`config.mk`:
```
export PLATFORM = sky130hd
export DESIGN_NAME = paren_string_literal_decoder_top
export DESIGN_NICKNAME = d
export VERILOG_FILES = /design/src/sv/psl_pkg.sv /design/src/sv/psl_decode.sv /design/src/sv/psl_rsp_queue.sv /design/src/sv/paren_string_literal_decoder_top.sv
export SDC_FILE = /design/constraint.sdc
export NUM_CORES = 1
export LEC_CHECK = 0
export BUFFER_PORTS_ARGS = -buffer_cell sky130_fd_sc_hd__buf_2
export CORE_AREA = 2 2 101 103
export DETAILED_ROUTE_END_ITERATION = 12
export DIE_AREA = 0 0 103 105
export PLACE_DENSITY = 0.77
export SKIP_LAST_GASP = 1
export SYNTH_ARGS = -nofsm -noshare
export SYNTH_HDL_FRONTEND = slang
export SYNTH_SLANG_ARGS = --single-unit
```
`constraint.sdc`:
```
create_clock -name clock -period 3.8 [get_ports clock]
set_input_delay 0.76 -clock clock [delete_from_list [all_inputs] [get_ports clock]]
set_output_delay 0.76 -clock clock [all_outputs]
set_load 0.02 [all_outputs]
```
`src/sv/psl_pkg.sv`:
```
// Shared types and constants of the parenthesized string literal decoder.
package psl_pkg;

   localparam int DEPTH_BITS_DEFAULT = 8;

   // Result queue: a power of two, room for at least two results.
   localparam int QUEUE_DEPTH = 4;
   localparam int QUEUE_PTR_BITS = $clog2(QUEUE_DEPTH);
   localparam int QUEUE_CNT_BITS = $clog2(QUEUE_DEPTH + 1);

   localparam logic [1:0] KIND_DATA  = 2'd0;
   localparam logic [1:0] KIND_END   = 2'd1;
   localparam logic [1:0] KIND_ERROR = 2'd2;

   localparam logic [7:0] BYTE_MASK    = 8'hFF;
   localparam logic [7:0] CHAR_LPAREN  = 8'h28;
   localparam logic [7:0] CHAR_RPAREN  = 8'h29;
   localparam logic [7:0] CHAR_BSLASH  = 8'h5C;
   localparam logic [7:0] CHAR_CR      = 8'h0D;
   localparam logic [7:0] CHAR_LF      = 8'h0A;
   localparam logic [7:0] CHAR_TAB     = 8'h09;
   localparam logic [7:0] CHAR_BS      = 8'h08;
   localparam logic [7:0] CHAR_FF      = 8'h0C;
   localparam logic [7:0] CHAR_N       = 8'h6E;
   localparam logic [7:0] CHAR_R       = 8'h72;
   localparam logic [7:0] CHAR_T       = 8'h74;
   localparam logic [7:0] CHAR_B       = 8'h62;
   localparam logic [7:0] CHAR_F       = 8'h66;
   localparam logic [7:0] CHAR_ZERO    = 8'h30;
   localparam logic [7:0] CHAR_SEVEN   = 8'h37;

   typedef struct packed {
      logic [7:0] out_byte;
      logic [1:0] result_kind;
      logic       last;
   } result_type;

   // Everything one input byte produces: zero, one or two results.
   typedef struct packed {
      logic [1:0] count;
      result_type first;
      result_type second;
   } dec_out_type;

endpackage

```
`src/sv/psl_decode.sv`:
```
// Escape, newline and nesting decoder holding the scan state.
module psl_decode #(
   parameter int DEPTH_BITS = psl_pkg::DEPTH_BITS_DEFAULT
) (
   input  logic                 clock,
   input  logic                 reset,
   input  logic                 accept,
   input  logic [7:0]           in_byte,
   input  logic                 source_ended,
   output psl_pkg::dec_out_type dec_out
);

   typedef enum logic [2:0] {
      MODE_PLAIN,
      MODE_CR,
      MODE_ESC,
      MODE_ESC_CR,
      MODE_OCT1,
      MODE_OCT2
   } mode_type;

   typedef struct packed {
      mode_type              mode;
      logic                  emit;
      psl_pkg::result_type   res;
      logic [DEPTH_BITS-1:0] depth;
      logic                  fin;
   } plain_type;

   localparam logic [DEPTH_BITS-1:0] DEPTH_ONE = DEPTH_BITS'(1);
   localparam logic [DEPTH_BITS-1:0] DEPTH_MAX = {DEPTH_BITS{1'b1}};

   mode_type              mode_ff, mode_in;
   logic [5:0]            oct_ff, oct_in;
   logic [DEPTH_BITS-1:0] depth_ff, depth_in;
   logic                  fin_ff, fin_in;

   plain_type           plain;
   psl_pkg::result_type pre;
   logic                pre_valid;
   logic                use_plain;
   logic                is_octal;
   logic [DEPTH_BITS-1:0] depth_dec;

   // A byte decoded as plain text, given the current depth.
   always_comb begin
      plain.mode  = MODE_PLAIN;
      plain.emit  = 1'b1;
      plain.res   = '{out_byte: in_byte, result_kind: psl_pkg::KIND_DATA, last: 1'b0};
      plain.depth = depth_ff;
      plain.fin   = fin_ff;
      depth_dec   = (depth_ff != '0) ? depth_ff - DEPTH_ONE : depth_ff;
      case (in_byte)
         psl_pkg::CHAR_LPAREN: begin
            if (depth_ff == DEPTH_MAX) begin
               plain.res.out_byte    = 8'h00;
               plain.res.result_kind = psl_pkg::KIND_ERROR;
            end else begin
               plain.depth = depth_ff + DEPTH_ONE;
            end
         end
         psl_pkg::CHAR_RPAREN: begin
            plain.depth = depth_dec;
            if (depth_dec == '0) begin
               plain.fin             = 1'b1;
               plain.res.out_byte    = 8'h00;
               plain.res.result_kind = psl_pkg::KIND_END;
            end
         end
         psl_pkg::CHAR_CR: begin
            plain.mode = MODE_CR;
            plain.emit = 1'b0;
         end
         psl_pkg::CHAR_BSLASH: begin
            plain.mode = MODE_ESC;
            plain.emit = 1'b0;
         end
         default: begin
         end
      endcase
   end

   assign is_octal = in_byte inside {[psl_pkg::CHAR_ZERO : psl_pkg::CHAR_SEVEN]};

   always_comb begin
      mode_in   = mode_ff;
      oct_in    = oct_ff;
      depth_in  = depth_ff;
      fin_in    = fin_ff;
      pre       = '{out_byte: 8'h00, result_kind: psl_pkg::KIND_DATA, last: 1'b0};
      pre_valid = 1'b0;
      use_plain = 1'b0;

      if (fin_ff) begin
         pre.result_kind = psl_pkg::KIND_END;
         pre_valid       = 1'b1;
      end else if (source_ended) begin
         // Any pending sequence is dropped; the depth is kept.
         mode_in         = MODE_PLAIN;
         oct_in          = '0;
         pre.result_kind = psl_pkg::KIND_ERROR;
         pre_valid       = 1'b1;
      end else begin
         case (mode_ff)
            MODE_CR: begin
               pre.out_byte = psl_pkg::CHAR_LF;
               pre_valid    = 1'b1;
               if (in_byte == psl_pkg::CHAR_LF) begin
                  mode_in = MODE_PLAIN;
               end else begin
                  use_plain = 1'b1;
               end
            end
            MODE_ESC: begin
               mode_in   = MODE_PLAIN;
               pre_valid = 1'b1;
               case (in_byte)
                  psl_pkg::CHAR_N: pre.out_byte = psl_pkg::CHAR_LF;
                  psl_pkg::CHAR_R: pre.out_byte = psl_pkg::CHAR_CR;
                  psl_pkg::CHAR_T: pre.out_byte = psl_pkg::CHAR_TAB;
                  psl_pkg::CHAR_B: pre.out_byte = psl_pkg::CHAR_BS;
                  psl_pkg::CHAR_F: pre.out_byte = psl_pkg::CHAR_FF;
                  psl_pkg::CHAR_LF: pre_valid = 1'b0;
                  psl_pkg::CHAR_CR: begin
                     pre_valid = 1'b0;
                     mode_in   = MODE_ESC_CR;
                  end
                  default: begin
                     if (is_octal) begin
                        pre_valid = 1'b0;
                        oct_in    = {3'b000, in_byte[2:0]};
                        mode_in   = MODE_OCT1;
                     end else begin
                        pre.out_byte = in_byte;
                     end
                  end
               endcase
            end
            MODE_ESC_CR: begin
               if (in_byte == psl_pkg::CHAR_LF) begin
                  mode_in = MODE_PLAIN;
               end else begin
                  use_plain = 1'b1;
               end
            end
            MODE_OCT1: begin
               if (is_octal) begin
                  oct_in  = {oct_ff[2:0], in_byte[2:0]};
                  mode_in = MODE_OCT2;
               end else begin
                  pre.out_byte = {2'b00, oct_ff};
                  pre_valid    = 1'b1;
                  oct_in       = '0;
                  use_plain    = 1'b1;
               end
            end
            MODE_OCT2: begin
               pre_valid = 1'b1;
               oct_in    = '0;
               if (is_octal) begin
                  // The third digit overflows into bit 8, which the slice drops.
                  pre.out_byte = {oct_ff[4:0], in_byte[2:0]} & psl_pkg::BYTE_MASK;
                  mode_in      = MODE_PLAIN;
               end else begin
                  pre.out_byte = {2'b00, oct_ff};
                  use_plain    = 1'b1;
               end
            end
            default: begin
               use_plain = 1'b1;
            end
         endcase
         if (use_plain) begin
            mode_in  = plain.mode;
            depth_in = plain.depth;
            fin_in   = plain.fin;
         end
      end
   end

   // Pack the results in order and mark the final one.
   always_comb begin
      dec_out = '0;
      if (pre_valid) begin
         dec_out.first = pre;
         if (use_plain && plain.emit) begin
            dec_out.count       = 2'd2;
            dec_out.second      = plain.res;
            dec_out.second.last = 1'b1;
         end else begin
            dec_out.count      = 2'd1;
            dec_out.first.last = 1'b1;
         end
      end else if (use_plain && plain.emit) begin
         dec_out.count      = 2'd1;
         dec_out.first      = plain.res;
         dec_out.first.last = 1'b1;
      end
   end

   always_ff @(posedge clock) begin
      if (reset) begin
         mode_ff  <= MODE_PLAIN;
         oct_ff   <= '0;
         depth_ff <= DEPTH_ONE;
         fin_ff   <= 1'b0;
      end else if (accept) begin
         mode_ff  <= mode_in;
         oct_ff   <= oct_in;
         depth_ff <= depth_in;
         fin_ff   <= fin_in;
      end
   end

endmodule

```
`src/sv/psl_rsp_queue.sv`:
```
// Small result queue that takes up to two results a cycle and gives one.
module psl_rsp_queue (
   input  logic                 clock,
   input  logic                 reset,
   input  logic                 push,
   input  psl_pkg::dec_out_type push_data,
   input  logic                 pop,
   output psl_pkg::result_type  head,
   output logic                 head_valid,
   output logic                 room_for_two
);

   psl_pkg::result_type                 entries_ff [psl_pkg::QUEUE_DEPTH];
   logic [psl_pkg::QUEUE_PTR_BITS-1:0] wr_ptr_ff, wr_ptr_in;
   logic [psl_pkg::QUEUE_PTR_BITS-1:0] rd_ptr_ff, rd_ptr_in;
   logic [psl_pkg::QUEUE_CNT_BITS-1:0] count_ff, count_in;
   logic [psl_pkg::QUEUE_PTR_BITS-1:0] wr_next;
   logic [1:0]                          push_n;

   assign push_n       = push ? push_data.count : 2'd0;
   assign wr_next      = wr_ptr_ff + psl_pkg::QUEUE_PTR_BITS'(1);
   assign head         = entries_ff[rd_ptr_ff];
   assign head_valid   = (count_ff != '0);
   assign room_for_two = (count_ff <= psl_pkg::QUEUE_CNT_BITS'(psl_pkg::QUEUE_DEPTH - 2));

   always_comb begin
      wr_ptr_in = wr_ptr_ff + psl_pkg::QUEUE_PTR_BITS'(push_n);
      rd_ptr_in = rd_ptr_ff + psl_pkg::QUEUE_PTR_BITS'(pop);
      count_in  = count_ff + psl_pkg::QUEUE_CNT_BITS'(push_n)
                  - psl_pkg::QUEUE_CNT_BITS'(pop);
   end

   always_ff @(posedge clock) begin
      if (reset) begin
         wr_ptr_ff <= '0;
         rd_ptr_ff <= '0;
         count_ff  <= '0;
      end else begin
         wr_ptr_ff <= wr_ptr_in;
         rd_ptr_ff <= rd_ptr_in;
         count_ff  <= count_in;
      end
   end

   always_ff @(posedge clock) begin
      if (push_n != 2'd0) begin
         entries_ff[wr_ptr_ff] <= push_data.first;
      end
      if (push_n == 2'd2) begin
         entries_ff[wr_next] <= push_data.second;
      end
   end

endmodule

```
`src/sv/paren_string_literal_decoder_top.sv`:
```
// Top level of the parenthesized string literal decoder.
// Takes the body of a "( ... )" string literal one raw byte per beat and gives the decoded
// bytes, an end result at the closing paren (and for every byte after it), or an error when
// the source ends or the nesting depth would overflow. Each input beat yields zero, one or two
// result beats, the last flagged with rsp_last. The scan state is updated in the cycle a byte
// is accepted and its results enter a four-entry result queue, so they are offered from the
// next cycle on. A byte is accepted in every cycle while the queue has room for two results;
// the result port drains one beat per cycle while rsp_ready is high, so a run of bytes that
// each give two results stalls the input, and all other traffic is taken at one byte per cycle.
module paren_string_literal_decoder_top #(
   parameter int DEPTH_BITS = psl_pkg::DEPTH_BITS_DEFAULT
) (
   input  logic       clock,
   input  logic       reset,
   input  logic       req_valid,
   output logic       req_ready,
   input  logic [7:0] req_in_byte,
   input  logic       req_source_ended,
   output logic       rsp_valid,
   input  logic       rsp_ready,
   output logic [7:0] rsp_out_byte,
   output logic [1:0] rsp_result_kind,
   output logic       rsp_last
);

   psl_pkg::dec_out_type dec_out;
   psl_pkg::result_type  head;
   logic                 accept;
   logic                 room_for_two;

   assign req_ready = room_for_two;
   assign accept    = req_valid && req_ready;

   psl_decode #(
      .DEPTH_BITS(DEPTH_BITS)
   ) u_decode (
      .clock       (clock),
      .reset       (reset),
      .accept      (accept),
      .in_byte     (req_in_byte),
      .source_ended(req_source_ended),
      .dec_out     (dec_out)
   );

   psl_rsp_queue u_queue (
      .clock       (clock),
      .reset       (reset),
      .push        (accept),
      .push_data   (dec_out),
      .pop         (rsp_valid && rsp_ready),
      .head        (head),
      .head_valid  (rsp_valid),
      .room_for_two(room_for_two)
   );

   assign rsp_out_byte    = head.out_byte;
   assign rsp_result_kind = head.result_kind;
   assign rsp_last        = head.last;

   // Only a byte swallowed into a pending sequence gives no result.
   a_silent_only_on_data: assert property (@(posedge clock) disable iff (reset)
      (accept && dec_out.count == 2'd0) |-> !req_source_ended)
      else $error("byte with source ended gave no result");

   // Of two results, the first is always a data byte and never the last.
   a_pair_order: assert property (@(posedge clock) disable iff (reset)
      (accept && dec_out.count == 2'd2)
         |-> (dec_out.first.result_kind == psl_pkg::KIND_DATA && !dec_out.first.last))
      else $error("bad first result of a pair");

   // End and error results carry a zero byte.
   a_zero_byte: assert property (@(posedge clock) disable iff (reset)
      (rsp_valid && rsp_result_kind != psl_pkg::KIND_DATA) |-> rsp_out_byte == 8'h00)
      else $error("non-data result with a nonzero byte");

   // Input is held off only while results are waiting.
   a_stall_cause: assert property (@(posedge clock) disable iff (reset)
      !req_ready |-> rsp_valid)
      else $error("input stalled with an empty result queue");

endmodule

```
* After elaboration in Yosys (flattened, before gate mapping)
Memories as Yosys holds them, arrays and structs flattened. A register that Yosys moved wholly into a read port is not among the register bits. Cells that the tools add are included.
Cells by class: div/mod/pow operators 0, bitwise operators 2, equality and inequality tests 23, mux-type cells 57, reductions and logical operators 21, shifts and indexed selects 0, add/sub/neg operators 7, $mul 0, $lt $le $gt $ge 3
Operators with widths (count):
- $eq 8x7->1 const B | 6
- $mux 8 | 6
- $pmux 8 s6 | 1
- $pmux 8 s4 | 1
- $mux 6 | 5
- $mux 11 | 2
- $mux 10 | 2
- $pmux 10 s2 | 1
- $mux 1 | 18
- $mux 3 | 6
- $pmux 6 s3 | 1
- $eq 8x4->1 const B | 2
- $eq 8x6->1 const B | 2
- $pmux 8 s2 | 1
- $mux 13 | 1
- $mux 12 | 1
- $pmux 3 s2 | 2
- $pmux 3 s4 | 1
- $reduce_and 6->1 | 2
- $mux 2 | 5
- $add 8x1->8 const B | 1
- $eq 8x8->1 const B | 1
- $ge 8x6->1 const B | 1
- $le 8x6->1 const B | 1
- other kinds (31) | 43
Word-level totals: bits in latches 0, register bits 25, memories 1, bits in writable memories 44, bits of input ports 13, bits in read-only memories 0, word-level logic and storage cells 121
Memories:
- u_queue.entries_ff | words 4, bits a word 11, read ports 1, clocked after memory_dff 1, write ports 2, line psl_rsp_queue.sv:13 | psl_pkg::result_type entries_ff [psl_pkg::QUEUE_DEPTH];

* Depth between registers and ports, before layout
depth after elaboration 15, depth in mapped cells 15

* Cells and area by module
Synthesis repeated with hierarchy kept, for this count alone.
Unflattened totals: cell total of the unflattened synthesis 467, area, all modules 4714.5 µm²
By module, submodules not included:
- psl_rsp_queue | area each 2595.0 µm², sequential area each 1461.4 µm², times used 1, cells each 160
- psl_decode | area each 2107.0 µm², sequential area each 360.3 µm², times used 1, cells each 305
- paren_string_literal_decoder_top | area each 12.5 µm², sequential area each 0.0 µm², times used 1, cells each 2

* Worst setup path after synthesis
Ideal clock, no wire load.
kind input to register, start in req_in_byte[3], end mem u_queue.entries_ff[2][9] (netlist bit), data pin, path slack -0.169 ns, stages 13, required time 3.513 ns, buffers on the path 2, arrival time 3.682 ns, cells stage by stage buf_6 > nor3b_1 > o211ai_1 > nand2_1 > o221a_2 > buf_6 > inv_1 > ha_1 > nor2b_1 > nand2_1 > nor3_1 > xnor2_4 > o22ai_1
RTL lines:
- from (decl) | line paren_string_literal_decoder_top.sv:17 | input logic [7:0] req_in_byte,
- to (decl) | line psl_rsp_queue.sv:13

==> results.md <==
- Outcome: completed
- Net count reported at finish: slightly above 500
- Synth Area in Simple Gates: 0.236
- Quantity of gates resized following cts: 0
- Global routing met3 resource utilization: 0.0395
- Area of the die: 10,800 um2
- Total congestion overflow: 0
- Detailed-route vias per instance: between 6 and 7
- Number of warnings issued by yosys: 0
- Worst hold-check slack: 0.461 ns
- Worst skew pair latency: between 0.3 and 0.4 ns
- Post-synthesis cell count: roughly 460
- Syn avg cell area: around 9.6 um2
- CP Launch Type: input pin
- Clock buffer count from CTS: 9
- Largest family of logic cells by synthesized area: simple AND/OR/NAND/NOR gates
- GRT met2 Usage: 0.344
- CTS tree: yes
- Most common cell type on the critical path: sky130_fd_sc_hd__nor2_1
- Period minus WS final: between 3 and 4 ns
- Part of the total power dissipated in the clock network: 0.277
- Half-perimeter wire length after placement: 7.80 mm
- Most Crowded Layer GR: met2
- Peak supply drop: 0.227 mV
- Setup Skew: about 0.012 ns
- Net Count, Synth: a little under 500
- Library cells used by synthesis: 69
- Critical path arrival: ~3.4 ns
- Count of final hold-check violations: 0
- Worst setup path class: in2reg
- Boundary Pins: 26
- Max-slew headroom: 0.337
- Total internal power: 0.00134 W
- Register clock-pin slew on the reported worst setup and hold paths: ~0.080 ns
- Measured slew at the worst slew-check pin: ~1 ns
- Critical Path Stages: 11
- Share of synthesized area spent on multiplexers: 0.0667
- I/O Buffers: 25
- Worst EP required: 3.77 ns
- Part of the Yosys area used for sequential elements: 0.408
- Area of the mapped netlist: 4460 um2
- Cell chain of the critical path: buf_2, nand2b_1, or3_1, a21oi_1, o221a_2, inv_1, ha_1, nor2_1, nor3_1, a31oi_1, nor2_1
- Maximum capacitance violations: 0
- Hold Buf Count CTS: 0
- Wire length reported by the detailed router: approximately 11 mm
- Initial antenna violation count: 0
- Count of standard-cell rows: 36
- Starting density of the core: 0.463
- CTS H-Tree Depth: 3
- Complex-gate fraction of the synthesized area: 0.173
- #FFs+latches synth: roughly 70
- Crit-path slowest cell: sky130_fd_sc_hd__nor2_1
- Vias in the first global route: around 3,600
- Total buffers and inverters traversed by the critical path: 2
- Count of antenna diodes in the layout: 0
- Root buffer cell: sky130_fd_sc_hd__clkbuf_8
- Fill cell total of the finished layout: a little under 900
- First-pass iteration count of the detailed router: 6
- Wire length of the first global-routing pass: 17.8 mm
- Sw Ratio: 0.335
- Maximum number of pins on one net before global-route repair: 26
- Path class of the lowest-slack min-delay path: reg2reg
- Register-to-Register Path Depth: 9
- Hold Path Cell Cnt: 2
- Xor/xnor share of the synthesized area: 0.0443
- Largest stage delay on the critical path: 0.77 ns
- Maximum fanout encountered on the critical timing path: 11
- Crit. End Element: flip-flop
- Largest delay share family, worst path: simple AND/OR/NAND/NOR gates
- Vertical extent of the die: ~110 um
- Fraction of final layout cells with drive strength greater than 1: 0.212
- Post-synth EDFFs: 44
- Commonest register cell after synthesis: sky130_fd_sc_hd__edfxtp_1
- Area overhead of the layout relative to synthesis: 12.0%
- Number of setup violations in the final report: 0
- Total DRC errors in the routed layout: 0
- Clock net sink count: a little under 70
- Number of buffers on the longest clock path: 2
- Net load switching power: 0.000677 W
- Fmax: between 200 and 300 MHz
- Design Power: about 0.0020 W
- Final weighted congestion in routability-driven placement: roughly 1
- Wire length per cell: between 15 and 20 um
- Leakage power figure: ~1.7 nW
- Overall die width: around 100 um
- Met1 track utilization from global routing: 0.274
- Area share of fa/ha/maj cells after synthesis: 0.0269
- GRT Overall Usage: 0.209
- Area of the core region: between 9000 and 10,000 um2
- Starting DRC count in detailed routing: between 300 and 400
- Setup repair after global routing missed its margin: no
- Number of setup buffers added after CTS: 0
- Antenna Violating Nets Remaining: 0
- Fin. max-slew vios: 0
- Proportion of synthesized flip-flops having asynchronous set or reset: 0
- Reg power frac: 0.460
- Power density normalized to cell area: 404 nW/um2
- Number of vias in the routed layout: about 3,800
- Comb pwr share: 0.263
- Period Utilization, post-route: 0.908
==> cells in the mapped netlist (3+ instances only) <==
master	instances	share of area
sky130_fd_sc_hd__nor3b_1	6	0.010
sky130_fd_sc_hd__mux2i_1	5	0.011
sky130_fd_sc_hd__a21oi_1	28	0.031
sky130_fd_sc_hd__xnor2_4	4	0.025
sky130_fd_sc_hd__o21ai_0	10	0.011
sky130_fd_sc_hd__or3_1	5	0.0070
sky130_fd_sc_hd__clkbuf_1	18	0.015
sky130_fd_sc_hd__and3_1	4	0.0056
sky130_fd_sc_hd__o21ai_1	4	0.0045
sky130_fd_sc_hd__edfxtp_1	44	0.30
sky130_fd_sc_hd__nand2_1	51	0.043
sky130_fd_sc_hd__nor2b_1	9	0.013
sky130_fd_sc_hd__a31oi_1	6	0.0084
sky130_fd_sc_hd__ha_1	8	0.022
sky130_fd_sc_hd__o211ai_1	3	0.0050
sky130_fd_sc_hd__a22oi_1	6	0.010
sky130_fd_sc_hd__xnor2_1	9	0.018
sky130_fd_sc_hd__o22ai_1	33	0.046
sky130_fd_sc_hd__nand3_1	22	0.025
sky130_fd_sc_hd__nand2b_1	9	0.013
sky130_fd_sc_hd__buf_1	4	0.0034
sky130_fd_sc_hd__nand4_1	5	0.0070
sky130_fd_sc_hd__nor3_1	15	0.017
sky130_fd_sc_hd__o31ai_1	4	0.0067
sky130_fd_sc_hd__inv_1	12	0.010
sky130_fd_sc_hd__nor4b_1	3	0.0059
sky130_fd_sc_hd__or4_1	4	0.0067
sky130_fd_sc_hd__nor2_1	34	0.029
sky130_fd_sc_hd__a211o_1	3	0.0059
sky130_fd_sc_hd__buf_2	5	0.0056
sky130_fd_sc_hd__dfxtp_1	25	0.11
sky130_fd_sc_hd__a311oi_1	4	0.0079
sky130_fd_sc_hd__mux4_2	11	0.056
sky130_fd_sc_hd__buf_6	3	0.0076
sky130_fd_sc_hd__or2_2	7	0.0098
==> cells in the final DEF (no fill, tap or decap), types with 3 or more instances in the layout <==
cell type	netlist	layout
sky130_fd_sc_hd__ha_1	8	8
sky130_fd_sc_hd__nor4b_1	3	3
sky130_fd_sc_hd__nand4_1	5	5
sky130_fd_sc_hd__mux4_2	11	11
sky130_fd_sc_hd__a211o_1	3	3
sky130_fd_sc_hd__a22oi_1	6	6
sky130_fd_sc_hd__or3_1	5	5
sky130_fd_sc_hd__xnor2_4	4	4
sky130_fd_sc_hd__o211ai_1	3	3
sky130_fd_sc_hd__or2_2	7	7
sky130_fd_sc_hd__a31oi_1	6	6
sky130_fd_sc_hd__nor3_2	0	3
sky130_fd_sc_hd__a21oi_1	28	28
sky130_fd_sc_hd__clkbuf_8	0	9
sky130_fd_sc_hd__o21ai_0	10	10
sky130_fd_sc_hd__a311oi_1	4	4
sky130_fd_sc_hd__buf_4	0	27
sky130_fd_sc_hd__nor3_1	15	12
sky130_fd_sc_hd__edfxtp_1	44	44
sky130_fd_sc_hd__clkinvlp_4	0	4
sky130_fd_sc_hd__nand3_1	22	22
sky130_fd_sc_hd__and3_1	4	4
sky130_fd_sc_hd__nand2b_1	9	9
sky130_fd_sc_hd__dfxtp_1	25	25
sky130_fd_sc_hd__inv_1	12	12
sky130_fd_sc_hd__nor2b_1	9	9
sky130_fd_sc_hd__or4_1	4	4
sky130_fd_sc_hd__nand2_1	51	51
sky130_fd_sc_hd__nor2_1	34	34
sky130_fd_sc_hd__nor3b_1	6	6
sky130_fd_sc_hd__xnor2_1	9	9
sky130_fd_sc_hd__buf_2	5	25
sky130_fd_sc_hd__mux2i_1	5	5
sky130_fd_sc_hd__o31ai_1	4	4
sky130_fd_sc_hd__o21ai_1	4	4
sky130_fd_sc_hd__o22ai_1	33	33
==> state kept, by name, summed over array words and instances (netlist names) <==
name                flops
u_decode.oct_ff         6
u_queue.rd_ptr_ff       2
u_queue.entries_ff     44
u_decode.depth_ff       8
u_decode.fin_ff         1
u_decode.mode_ff        3
u_queue.count_ff        3
u_queue.wr_ptr_ff       2
==> metrics by stage <==
stage | instance area [um2] | instances | setup WS [ns] | TNS (ns) | util
6_report | 5000 | 634 | 0.351 | 0 | 0.518
5_1_grt | 5000 | 634 | 0.0294 | 0 | 0.518
4_1_cts | 5000 | 634 | 0.349 | 0 | 0.518
3_5_place_dp | 4820 | 618 | -0.0217 | -0.231 | 0.500
3_3_place_gp | 4820 | 618 | 0.115 | 0 | 0.500
2_1_floorplan | 4480 | 464 | -0.0213 | -0.254 | -
==> worst register-to-register path, cell delays in order (launching register included) <==
cell                       delay (ns)
sky130_fd_sc_hd__dfxtp_1         0.43
sky130_fd_sc_hd__nor3b_1         0.52
sky130_fd_sc_hd__nand2_1         0.15
sky130_fd_sc_hd__o221a_2         0.28
sky130_fd_sc_hd__inv_1           0.09
sky130_fd_sc_hd__ha_1            0.32
sky130_fd_sc_hd__nand2b_1        0.24
sky130_fd_sc_hd__or4_1           0.57
sky130_fd_sc_hd__nand2_1         0.24
sky130_fd_sc_hd__o22ai_1         0.14
==> cell type report <==
| class | count | area (um2) | share of cell area |
|---|---|---|---|
| timing repair buffer | 52 | 328 | 0.0656 |
| inverter | 13 | 48.8 | 0.00976 |
| sequential | 69 | 1820 | 0.365 |
| clock buffer | 10 | 128 | 0.0255 |
| tap | 133 | 166 | 0.0333 |
| multi-input combinational | 351 | 2460 | 0.492 |
| clock inverter | 6 | 47.5 | 0.00951 |
==> final timing paths <==
| path | startpoint | slack [ns] | endpoint |
|---|---|---|---|
| worst max-delay path | req_in_byte[7] | 0.35 | u_queue.entries_ff[0][6]$_DFFE_PP_ |
| worst min register to register | u_decode.oct_ff[5]$_SDFFE_PP0P_ | 0.46 | u_decode.oct_ff[5]$_SDFFE_PP0P_ |
| worst max register to register | u_decode.mode_ff[2]$_SDFFE_PP0P_ | 0.54 | u_queue.entries_ff[1][3]$_DFFE_PP_ |
| worst min-delay path | u_decode.oct_ff[5]$_SDFFE_PP0P_ | 0.46 | u_decode.oct_ff[5]$_SDFFE_PP0P_ |
==> cell families after synthesis <==
group           Yosys count
simple gates            197
flops                    69
compound gates          115
buf+inv                  44
xor+xnor                 14
fa+ha+maj                 9
mux                      16
==> metal layers <==
layer | up-vias | wire length (um)
met5 | - | 0
met2 | 169 | 5180
li1 | 1830 | -
met3 | 24 | 718
met1 | 1804 | 4540
met4 | 0 | 191
==> power groups by stage <==
stage / registers (W) / clock network [W] / logic, W
3_3_place_gp: 0.000946 / 0 / 0.000521
3_5_place_dp: 0.000950 / 0 / 0.000534
6_report: 0.000930 / 0.000561 / 0.000531
2_1_floorplan: 0.000896 / 0 / 0.000437
5_1_grt: 0.000943 / 0.000603 / 0.000586
4_1_cts: 0.000933 / 0.000571 / 0.000536
Note: power is estimated with default switching activity, not from simulation.
